**config.mk**
```make
export PLATFORM = sky130hd
export DESIGN_NAME = overlapping_block_framer_top
export DESIGN_NICKNAME = d
export VERILOG_FILES = /design/src/rtl/core/ofb_pkg.sv /design/src/rtl/core/ofb_cell.sv /design/src/rtl/core/ofb_ctrl.sv /design/src/rtl/core/overlapping_block_framer_top.sv
export SDC_FILE = /design/constraint.sdc
export NUM_CORES = 2
export LEC_CHECK = 0
export ABC_AREA = 1
export BUFFER_PORTS_ARGS = -buffer_cell sky130_fd_sc_hd__buf_2
export CAP_MARGIN = 10
export CORE_MARGIN = 1
export CORE_UTILIZATION = 45
export DETAILED_ROUTE_END_ITERATION = 10
export PLACE_DENSITY_LB_ADDON = 0.05
export SETUP_SLACK_MARGIN = 0.2
export SKIP_CTS_REPAIR_TIMING = 1
export SYNTH_ARGS = -nofsm -noshare
export SYNTH_HDL_FRONTEND = slang
export SYNTH_HIERARCHICAL = 1
export SYNTH_SLANG_ARGS = --single-unit
```
**constraint.sdc**
```tcl
create_clock -name i_clk -period 16 [get_ports i_clk]
set_input_delay 0.8 -clock i_clk [delete_from_list [all_inputs] [get_ports i_clk]]
set_output_delay 0.8 -clock i_clk [all_outputs]
set_load 0.01 [all_outputs]
```
**src/rtl/core/ofb_pkg.sv**
```systemverilog
// Shared types and constants for the overlapping block framer.
package ofb_pkg;

    // Width of sample counts and cell indexes (holds up to 64 frame samples plus one)
    localparam int unsigned CNT_W = 7;
    // Width of the block size and overlap configuration registers
    localparam int unsigned BS_W  = 7;
    localparam int unsigned XR_W  = 6;
    // Output field widths fixed by the frame format
    localparam int unsigned IDX_W = 6;
    localparam int unsigned FNUM_W = 32;

    // Configuration register indexes
    localparam logic REG_BLOCK_SIZE = 1'b0;
    localparam logic REG_EXTRA_RES  = 1'b1;

    // Per-cycle control broadcast from the sequencer to every cell of the chain
    typedef struct packed {
        logic             append;   // load the incoming sample at wr_idx
        logic             shift;    // move every sample one cell towards the head
        logic             keep;     // recirculate the head sample into wr_idx
        logic [CNT_W-1:0] wr_idx;   // target cell for an append or a recirculation
    } t_cell_ctl;

endpackage

```
**src/rtl/core/ofb_cell.sv**
```systemverilog
// One storage cell of the sample chain: load, shift from neighbour or recirculate the head.
module ofb_cell #(
    parameter int unsigned SAMPLE_WIDTH = 16,
    parameter int unsigned IDX          = 0
) (
    input  logic                    i_clk,
    input  ofb_pkg::t_cell_ctl      i_ctl,
    input  logic [SAMPLE_WIDTH-1:0] i_sample,
    input  logic [SAMPLE_WIDTH-1:0] i_next,
    input  logic [SAMPLE_WIDTH-1:0] i_head,
    output logic [SAMPLE_WIDTH-1:0] o_data
);
    import ofb_pkg::*;

    logic                    w_hit;
    logic [SAMPLE_WIDTH-1:0] r_data;

    assign w_hit = (i_ctl.wr_idx == CNT_W'(IDX));

    // Hold, load a new sample, take the neighbour's sample or the recirculated head
    always_ff @(posedge i_clk) begin
        if (i_ctl.append && w_hit) begin
            r_data <= i_sample;
        end else if (i_ctl.shift) begin
            if (i_ctl.keep && w_hit) begin
                r_data <= i_head;
            end else begin
                r_data <= i_next;
            end
        end
    end

    assign o_data = r_data;

endmodule

```
**src/rtl/core/ofb_ctrl.sv**
```systemverilog
// Sequencer: takes samples, walks the chain once per frame, drops the hop, drives the output register.
module ofb_ctrl #(
    parameter int unsigned SAMPLE_WIDTH = 16,
    parameter int unsigned MAX_FRAME    = 64
) (
    input  logic                         i_clk,
    input  logic                         i_rst_n,
    input  logic [ofb_pkg::BS_W-1:0]     i_block_size,
    input  logic [ofb_pkg::XR_W-1:0]     i_extra_res,
    input  logic                         i_in_valid,
    output logic                         o_in_ready,
    input  logic [SAMPLE_WIDTH-1:0]      i_head,
    output ofb_pkg::t_cell_ctl           o_ctl,
    input  logic                         i_out_ready,
    output logic                         o_out_valid,
    output logic [SAMPLE_WIDTH-1:0]      o_sample,
    output logic [ofb_pkg::IDX_W-1:0]    o_index,
    output logic [ofb_pkg::FNUM_W-1:0]   o_number,
    output logic                         o_last
);
    import ofb_pkg::*;

    typedef enum logic {ST_IDLE, ST_ROT} t_state;

    t_state               r_state;
    logic [CNT_W-1:0]     r_count;
    logic [CNT_W-1:0]     r_step;
    logic [CNT_W-1:0]     r_left;
    logic [BS_W:0]        r_acc;
    logic [FNUM_W-1:0]    r_frame;
    logic                 r_out_valid;
    logic [SAMPLE_WIDTH-1:0] r_sample;
    logic [IDX_W-1:0]     r_index;
    logic [FNUM_W-1:0]    r_number;
    logic                 r_last;

    logic [BS_W-1:0]      w_bs;
    logic [BS_W-1:0]      w_div;
    logic                 w_emit;
    logic                 w_step;
    logic                 w_drop;
    logic                 w_load;
    logic                 w_accept;
    logic [CNT_W-1:0]     w_count_inc;

    // Clamp the block size to one frame of at least one sample
    always_comb begin
        if (i_block_size == '0) begin
            w_bs = BS_W'(1);
        end else if (i_block_size > BS_W'(MAX_FRAME)) begin
            w_bs = BS_W'(MAX_FRAME);
        end else begin
            w_bs = i_block_size;
        end
    end

    assign w_div       = BS_W'(i_extra_res) + BS_W'(1);
    assign w_count_inc = r_count + CNT_W'(1);

    // Frame samples leave while the step is below the block size; the rest only recirculate.
    // A sample i is dropped while (i+1)*(extra_resolution+1) <= block size, and always for i = 0.
    assign w_emit   = (r_step < CNT_W'(w_bs));
    assign w_step   = (r_state == ST_ROT) && (!w_emit || !r_out_valid || i_out_ready);
    assign w_drop   = w_emit && ((r_step == '0) || (r_acc <= (BS_W+1)'(w_bs)));
    assign w_load   = w_step && w_emit;
    assign w_accept = i_in_valid && (r_state == ST_IDLE);

    assign o_in_ready = (r_state == ST_IDLE);

    // Broadcast control to the chain
    always_comb begin
        o_ctl.append = w_accept;
        o_ctl.shift  = w_step;
        o_ctl.keep   = !w_drop;
        o_ctl.wr_idx = (r_state == ST_IDLE) ? r_count : (r_count - CNT_W'(1));
    end

    // Sequence state and output register
    always_ff @(posedge i_clk) begin
        if (!i_rst_n) begin
            r_state     <= ST_IDLE;
            r_count     <= '0;
            r_frame     <= '0;
            r_out_valid <= 1'b0;
            r_step      <= '0;
            r_left      <= '0;
            r_acc       <= '0;
        end else begin
            // Load the next frame sample or release the one taken
            if (w_load) begin
                r_out_valid <= 1'b1;
                r_sample    <= i_head;
                r_index     <= r_step[IDX_W-1:0];
                r_number    <= r_frame;
                r_last      <= (r_step == CNT_W'(w_bs - BS_W'(1)));
            end else if (r_out_valid && i_out_ready) begin
                r_out_valid <= 1'b0;
            end
            case (r_state)
                ST_IDLE: begin
                    if (w_accept) begin
                        r_count <= w_count_inc;
                        if (w_count_inc > CNT_W'(w_bs)) begin
                            r_frame <= r_frame + FNUM_W'(1);
                            r_state <= ST_ROT;
                            r_left  <= w_count_inc;
                            r_step  <= '0;
                            r_acc   <= (BS_W+1)'(w_div);
                        end
                    end
                end
                ST_ROT: begin
                    if (w_step) begin
                        if (w_drop) begin
                            r_count <= r_count - CNT_W'(1);
                        end
                        // Advance the drop threshold until it passes the block size
                        if (r_acc <= (BS_W+1)'(w_bs)) begin
                            r_acc <= r_acc + (BS_W+1)'(w_div);
                        end
                        r_step <= r_step + CNT_W'(1);
                        r_left <= r_left - CNT_W'(1);
                        if (r_left == CNT_W'(1)) begin
                            r_state <= ST_IDLE;
                        end
                    end
                end
                default: begin
                    r_state <= ST_IDLE;
                end
            endcase
        end
    end

    assign o_out_valid = r_out_valid;
    assign o_sample    = r_sample;
    assign o_index     = r_index;
    assign o_number    = r_number;
    assign o_last      = r_last;

endmodule

```
**src/rtl/core/overlapping_block_framer_top.sv**
```systemverilog
// Overlapping block framer top level: configuration registers, sample chain and sequencer.
//
// Usage:
//   s_axis carries one signed sample per transfer. m_axis carries the frames, one sample
//   per transfer, with tlast on the final sample of each frame. Once more than block_size
//   samples are pending, the oldest block_size go out as one frame; then hop =
//   block_size / (extra_resolution + 1) samples (at least one) are dropped from the front.
//   The pending samples live in a chain of MAX_FRAME + 1 cells that shifts towards the head.
//   A sample that completes no frame is taken while the block stays idle. A sample that
//   completes a frame makes the chain rotate once through all P pending samples (P is
//   block_size + 1, or up to MAX_FRAME + 1 while a backlog from a shrunken block_size
//   remains), one cell per cycle unless the receiver stalls; s_axis_tready stays low until
//   the rotation ends. The first frame sample enters the output register on its first step.
//   A stalled receiver halts the rotation while a sample is due; the output register holds.
//   Write i_cfg_* only while the block is idle. Reset empties the chain, zeroes the frame
//   count and sets block_size to 64 and extra_resolution to 0; no clearing pass is needed.
module overlapping_block_framer_top #(
    parameter int unsigned SAMPLE_WIDTH = 16,
    parameter int unsigned MAX_FRAME    = 64
) (
    input  logic                      i_clk,
    input  logic                      i_rst_n,
    // Configuration write port
    input  logic                      i_cfg_we,
    input  logic                      i_cfg_index,
    input  logic [ofb_pkg::BS_W-1:0]  i_cfg_wdata,
    // Sample input
    input  logic                      s_axis_tvalid,
    output logic                      s_axis_tready,
    input  logic [((SAMPLE_WIDTH+7)/8)*8-1:0] s_axis_tdata,   // sample_in
    // Frame output
    output logic                      m_axis_tvalid,
    input  logic                      m_axis_tready,
    // sample_out, frame_index, frame_number, zero padding
    output logic [((SAMPLE_WIDTH+ofb_pkg::IDX_W+ofb_pkg::FNUM_W+7)/8)*8-1:0] m_axis_tdata,
    output logic                      m_axis_tlast                // frame_last
);
    import ofb_pkg::*;

    localparam int unsigned NCELL  = MAX_FRAME + 1;
    localparam int unsigned OUT_W  = ((SAMPLE_WIDTH + IDX_W + FNUM_W + 7) / 8) * 8;

    logic [BS_W-1:0]         r_block_size;
    logic [XR_W-1:0]         r_extra_res;
    t_cell_ctl               w_ctl;
    logic [SAMPLE_WIDTH-1:0] w_cell [NCELL];
    logic [SAMPLE_WIDTH-1:0] w_sample;
    logic [IDX_W-1:0]        w_index;
    logic [FNUM_W-1:0]       w_number;

    // Configuration registers
    always_ff @(posedge i_clk) begin
        if (!i_rst_n) begin
            r_block_size <= BS_W'(64);
            r_extra_res  <= '0;
        end else if (i_cfg_we) begin
            case (i_cfg_index)
                REG_BLOCK_SIZE: r_block_size <= i_cfg_wdata;
                REG_EXTRA_RES:  r_extra_res  <= i_cfg_wdata[XR_W-1:0];
                default:        r_block_size <= r_block_size;
            endcase
        end
    end

    // Chain of sample cells, cell 0 holds the oldest pending sample
    for (genvar k = 0; k < NCELL; k++) begin : g_cell
        logic [SAMPLE_WIDTH-1:0] w_next;
        if (k < NCELL - 1) begin : g_mid
            assign w_next = w_cell[k+1];
        end else begin : g_end
            assign w_next = '0;
        end
        ofb_cell #(
            .SAMPLE_WIDTH (SAMPLE_WIDTH),
            .IDX          (k)
        ) u_cell (
            .i_clk    (i_clk),
            .i_ctl    (w_ctl),
            .i_sample (s_axis_tdata[SAMPLE_WIDTH-1:0]),
            .i_next   (w_next),
            .i_head   (w_cell[0]),
            .o_data   (w_cell[k])
        );
    end

    ofb_ctrl #(
        .SAMPLE_WIDTH (SAMPLE_WIDTH),
        .MAX_FRAME    (MAX_FRAME)
    ) u_ctrl (
        .i_clk        (i_clk),
        .i_rst_n      (i_rst_n),
        .i_block_size (r_block_size),
        .i_extra_res  (r_extra_res),
        .i_in_valid   (s_axis_tvalid),
        .o_in_ready   (s_axis_tready),
        .i_head       (w_cell[0]),
        .o_ctl        (w_ctl),
        .i_out_ready  (m_axis_tready),
        .o_out_valid  (m_axis_tvalid),
        .o_sample     (w_sample),
        .o_index      (w_index),
        .o_number     (w_number),
        .o_last       (m_axis_tlast)
    );

    // Pack the output fields from the lowest bit up
    assign m_axis_tdata = OUT_W'({w_number, w_index, w_sample});

endmodule
```
# Word level (Yosys, flattened, before mapping)
# Cells that the tools add are included.
# word_totals
register_bits	1171
out_inout_bits	59
word_cells	604
# classes
add_sub_neg	8
n_lt_le_gt_ge	4
n_eq_ne	72
muxes	222
bitwise	2
reduce_logical	218
# op_table
operator	n
$mux W16	195
$eq A7 B6 Y1 const B	32
$logic_and A1 B1 Y1	135
$reduce_bool A2 Y1	66
$eq A7 B5 Y1 const B	16
$mux W7	12
$eq A7 B4 Y1 const B	8
$pmux W7 S2	3
$add A32 B1 Y32 const B	1
$mux W8	4
$eq A7 B3 Y1 const B	4
$logic_not A7 Y1	3
$sub A7 B1 Y7 const B	3
$pmux W8 S2	1
$add A7 B1 Y7 const B	2
$eq A7 B1 Y1 const B	2
$eq A7 B2 Y1 const B	2
$reduce_and A3 Y1	3
$add A8 B7 Y8	1
$le A8 B7 Y1	1
$reduce_and A2 Y1	4
$add A6 B1 Y7 const B	1
$eq A7 B7 Y1	1
$eq A7 B7 Y1 const B	1
other kinds (11)	25

# Longest topological paths before layout
# depth
word_depth	11
mapped_depth	21
depth_no_buf	20

# Hierarchy
# The synthesis kept the hierarchy.
# by_module_without_submodules
module	n_inst	cells_each	area_each_um2	seq_area_each_um2
ofb_cell at g_cell[11].u_cell ...	10	149	1158.6	480.5
ofb_cell at g_cell[17].u_cell ...	9	148	1201.2	480.5
ofb_ctrl	1	849	6797.8	2912.8
ofb_cell at g_cell[10].u_cell ...	5	144	1063.5	480.5
ofb_cell at g_cell[23].u_cell ...	4	146	1152.4	480.5
ofb_cell at g_cell[29].u_cell ...	4	148	1152.4	480.5
ofb_cell at g_cell[49].u_cell ...	4	147	1139.8	480.5
ofb_cell at g_cell[53].u_cell ...	4	149	1097.3	480.5
ofb_cell at g_cell[16].u_cell ...	4	148	1089.8	480.5
ofb_cell at g_cell[51].u_cell ...	2	146	1154.9	480.5
ofb_cell at g_cell[61].u_cell ...	2	145	1151.1	480.5
ofb_cell at g_cell[4].u_cell ...	2	154	1129.8	480.5
ofb_cell at g_cell[31].u_cell ...	2	147	1124.8	480.5
ofb_cell at g_cell[55].u_cell ...	2	150	1108.6	480.5
+9 rows	-	-	-	-

# Worst setup path before layout
# No wires, ideal clock.
# synth_path
kind	flip-flop to flip-flop
startpoint	reg u_ctrl.r_state
endpoint	reg g_cell[17].u_cell.r_data[0], enable pin
setup_ns	0.323
arrival_time_ns	11.319
t_required_ns	15.677
path_slack_ns	4.358
path_stages_with_launch	10
n_path_buf	2
cell_sequence	dfxtp_1 -> buf_4 -> clkbuf_1 -> o21ai_0 -> inv_1 -> nand2_4 -> nor2_8 -> nand3_4 -> inv_6 -> or2_1
# synth_rtl
item	line_no	source
start, declared	ofb_ctrl.sv:25	t_state r_state;
start signal, assigned	ofb_ctrl.sv:81	r_state <= ST_IDLE;
start signal, assigned	ofb_ctrl.sv:105	r_state <= ST_ROT;
start signal, assigned	ofb_ctrl.sv:124	r_state <= ST_IDLE;
end signal, assigned	ofb_cell.sv:23	r_data <= i_sample;
end signal, assigned	ofb_cell.sv:26	r_data <= i_head;
end signal, assigned	ofb_cell.sv:28	r_data <= i_next;
end, declared	ofb_cell.sv:16	logic [SAMPLE_WIDTH-1:0] r_data;

==> summary.txt <==
Clock network
  • Clock root cell: clkbuf_16
  • Htree depth: 4
  • Worst-case clock buffer depth: 3
  • CTS Buf Count: between 100 and 150
  • TritonCTS Sinks: ~1200
  • Clock-pin slew on the worst setup and hold paths: 60 ps
  • Clk Latency, worst-skew pair: 800 ps
  • CTS tree: built

Layout
  • Fin cells: 12900
  • Commonest non-fill, non-tap cells in the layout: nand2_1 (2966), inv_1 (2290), nand3_1 (1392)
  • N_diodes: 0
  • Area grow syn2layout: 6.82%
  • Nets: 10500
  • Commonest non-fill, non-tap cell in the layout: nand2_1
  • Fin util: 0.484
  • Layout cells sized above 1: 0.138

Pwr
  • Total Power: 0.0142 W
  • Combinational share of power: 0.444
  • VDD IR max: between 0.00015 and 0.0002 V
  • Sw Ratio: 0.456
  • Psw: 0.00646 W
  • P_leak: between 40 and 50 nW
  • Cell area power density: around 160 nW/um2
  • Pint: a little under 0.008 W
  • Seq pwr share: 0.327
  • Clock power share: 0.229

Timing
  • Highest achievable clock rate: approximately 0.17 GHz
  • Relative slew slack: 0.222
  • Final period util: 0.361
  • Clock skew: 25.4 ps
  • Minimum clock period: 5780 ps
  • Final setup viols: 0
  • Final worst slack: 10220 ps
  • Final hold vios: 0
  • Worst-margin pin slew: about 1200 ps
  • Setup TNS: 0 ps
  • RSZ-0062 raised after global routing: false
  • Pins over their slew limit: 0

Route
  • First drt pass iteration count: 7
  • Via count: 68000
  • Antenna-violating nets left: 0
  • DR WL/cell: between 20 and 25 um
  • Vias/cell: 5.28
  • DRC violations left: 0
  • Initial DRC Count: between 7000 and 8000
  • Routed WL: 267000 um

Critical path
  • RR Startpoint: r_block_size[2]
  • Bufs and invs on worst path: 3
  • Critical path depth in cells: 18
  • WP data arrival: ~6500 ps
  • Worst setup path start: r_block_size[2]
  • Reg2Reg Depth: 18
  • Crit-path slowest cell: buf_4
  • Setup slack, reg-to-reg: 10220 ps
  • Crit Path Class: reg -> reg
  • Critical-path cell list: nor2_1 > nand3_1 > nand2_1 > nand2_1 > ha_1 > nand2_1 > nor3_2 > nand2_1 > nand2_1 > nand3_2 > nand2_4 > buf_4 > buf_4 > buf_4 > nand3_4 > nand2_1 > nand3_1 > nand2_1
  • Worst R2R End: g_cell[21].u_cell/o_data[11]
  • Max incr delay on CP: 870 ps
  • Largest fanout on the critical path: 85
  • Critical Path End: g_cell[21].u_cell/o_data[11]
  • CP required: 16660 ps
  • CP Launch Type: flip-flop
  • Cell family with most CP delay: buffers and inverters
  • CP dominant cell by count: nand2_1
  • Crit end category: flip-flop

Placement
  • DPL Wire Length: 156000 um
  • Post-place setup slack: roughly 10000 ps
  • DP Cell Count: 12600
  • Port Buffers: 85
  • GPL Wtd Cong: 0.890

Yosys
  • Flops & latches, synth: 1171
  • Adder-cell share of the synthesized area: 0.00628
  • Post-synth ARST share: 0
  • Synth warn: 6
  • Synthesized area per cell: 7.68 um2
  • Post-synthesis xor/xnor area fraction: 0.00509
  • Distinct cells, synth: 53
  • Post-synthesis sequential area ratio: 0.425
  • Synthesized cell area: 80900 um2
  • Ys flop type: edfxtp_1
  • Post-synthesis cell count: 10500
  • Largest family of logic cells by synthesized area: simple AND/OR/NAND/NOR gates
  • EDFF count, synth: roughly 1100
  • Multiplexer share of the synthesized area: 0
  • Synth Area in Simple Gates: 0.399
  • Compound-Gate Fraction of Synth Area: 0.00771

Outcome
  • Status: complete, no violations

Die
  • Initial Utilization: 0.453
  • Core footprint: roughly 180000 um2
  • Die X: 426 um
  • Ports: 88
  • Total Die Area: 182000 um2
  • Die Span Y: 426 um
  • Row count: 155

Hold path
  • Hold Crit Class: in -> reg

Global route
  • Overflow after GRT: 0
  • Overall routing resource usage: 0.291
  • Vias in the first global route: 62700
  • Largest net degree at the start of global routing: 197
  • Global-route wire length before repair: roughly 400000 um
  • Antenna violations before repair: 5

Flow run
  • MaxCap Viol Count: 0
Yosys cell counts (13+ instances only):
library cell  instances  area share
buf_6                70      0.0097
nand3_4              83       0.018
nand3_2              39      0.0048
edfxtp_1           1095        0.41
buf_12               39      0.0096
ha_1                 39      0.0060
nand2_1            2967        0.14
clkbuf_2             26      0.0016
nand3_1            1392       0.086
buf_2               219       0.014
nand2_2             597       0.046
nand4_1             750       0.058
clkinv_2             26      0.0016
nand2_4              37      0.0051
xnor2_1              15      0.0016
or2_1                36      0.0028
inv_2                83      0.0038
buf_4                31      0.0029
buf_1                17     0.00079
nor2_8               90       0.022
a21oi_1              75      0.0046
o21ai_0              38      0.0023
clkinv_4             13      0.0014
or2_2                31      0.0024
nor2_2               20      0.0015
clkbuf_1             68      0.0032
nor2_1              155      0.0072
nor3_2               18      0.0022
nor3_1               14     0.00087
xor2_1               32      0.0035
inv_1              2290        0.11
dfxtp_1              76       0.019
flip-flops by register name, summed over array words and instances (netlist names):
signal,count
u_ctrl/o_index,6
u_ctrl/r_acc,8
u_ctrl/o_out_valid,1
u_ctrl/o_number,32
u_ctrl/r_left,7
u_ctrl/o_sample,16
g_cell.u_cell/o_data,1040
u_ctrl/r_count,7
u_ctrl/r_state,1
r_extra_res,6
r_block_size,7
u_ctrl/o_last,1
u_ctrl/r_step,7
u_ctrl/r_frame,32
through the flow:
stage	hold slack, ps	instance area (um2)
after floorplan	431	81000
after global placement	464	81900
after detailed placement	472	81900
after CTS	209	86500
after global routing	257	86500
final	255	86500
kinds of logic (layout without fill, tap and decap cells):
group | count (synthesis) | after routing
AO/OA/AOI/OAI | 121 | 121
XOR/XNOR | 47 | 47
adder cells (fa/ha/maj) | 40 | 40
buffers and inverters | 2904 | 2853
flip-flops | 1171 | 1171
other | 1 | 18
AND/OR/NAND/NOR | 6262 | 6262
routing by layer:
metal	wire length, um	vias up	GRT usage
met5	0	-	0
met4	8720	0	0.0941
met3	18600	522	0.0380
met2	119000	2439	0.455
met1	120000	31900	0.416
li1	-	33100	-
how the worst min path moves through the flow:
stage                                  start  slack (ps)  cells after the start                   to
after global routing          i_cfg_wdata[6]         260                      3      r_block_size[6]
after CTS                     i_cfg_wdata[6]         210                      3      r_block_size[6]
final                         i_cfg_wdata[6]         260                      3      r_block_size[6]
after detailed placement  u_ctrl/r_frame[31]         470                      0  u_ctrl/o_number[31]
after global placement    u_ctrl/r_frame[31]         460                      0  u_ctrl/o_number[31]
after floorplan             u_ctrl/r_step[2]         430                      0    u_ctrl/o_index[2]
final cells by class:
cell class              count  area [um2]
fillers                 17500       92100
clock buffers             184        3930
flip-flops and latches   1171       34400
well taps                2355        2950
inverters                2433        9320
repair buffers            165        1180
multi-input cells        6488       34000
clock inverters            71         661
power groups by stage:
stage | Clock, W | Combinational [W] | Sequential (W)
after CTS | 0.00330 | 0.00623 | 0.00464
after detailed placement | 0 | 0.00621 | 0.00469
final | 0.00324 | 0.00628 | 0.00463
after global routing | 0.00341 | 0.00681 | 0.00470
after floorplan | 0 | 0.00443 | 0.00485
after global placement | 0 | 0.00614 | 0.00469
worst min-delay path: stages:
cell and delay [ps]:
buf_2 80, nand3_1 60, nand3_1 70
Power figures use the tool's default switching activity.
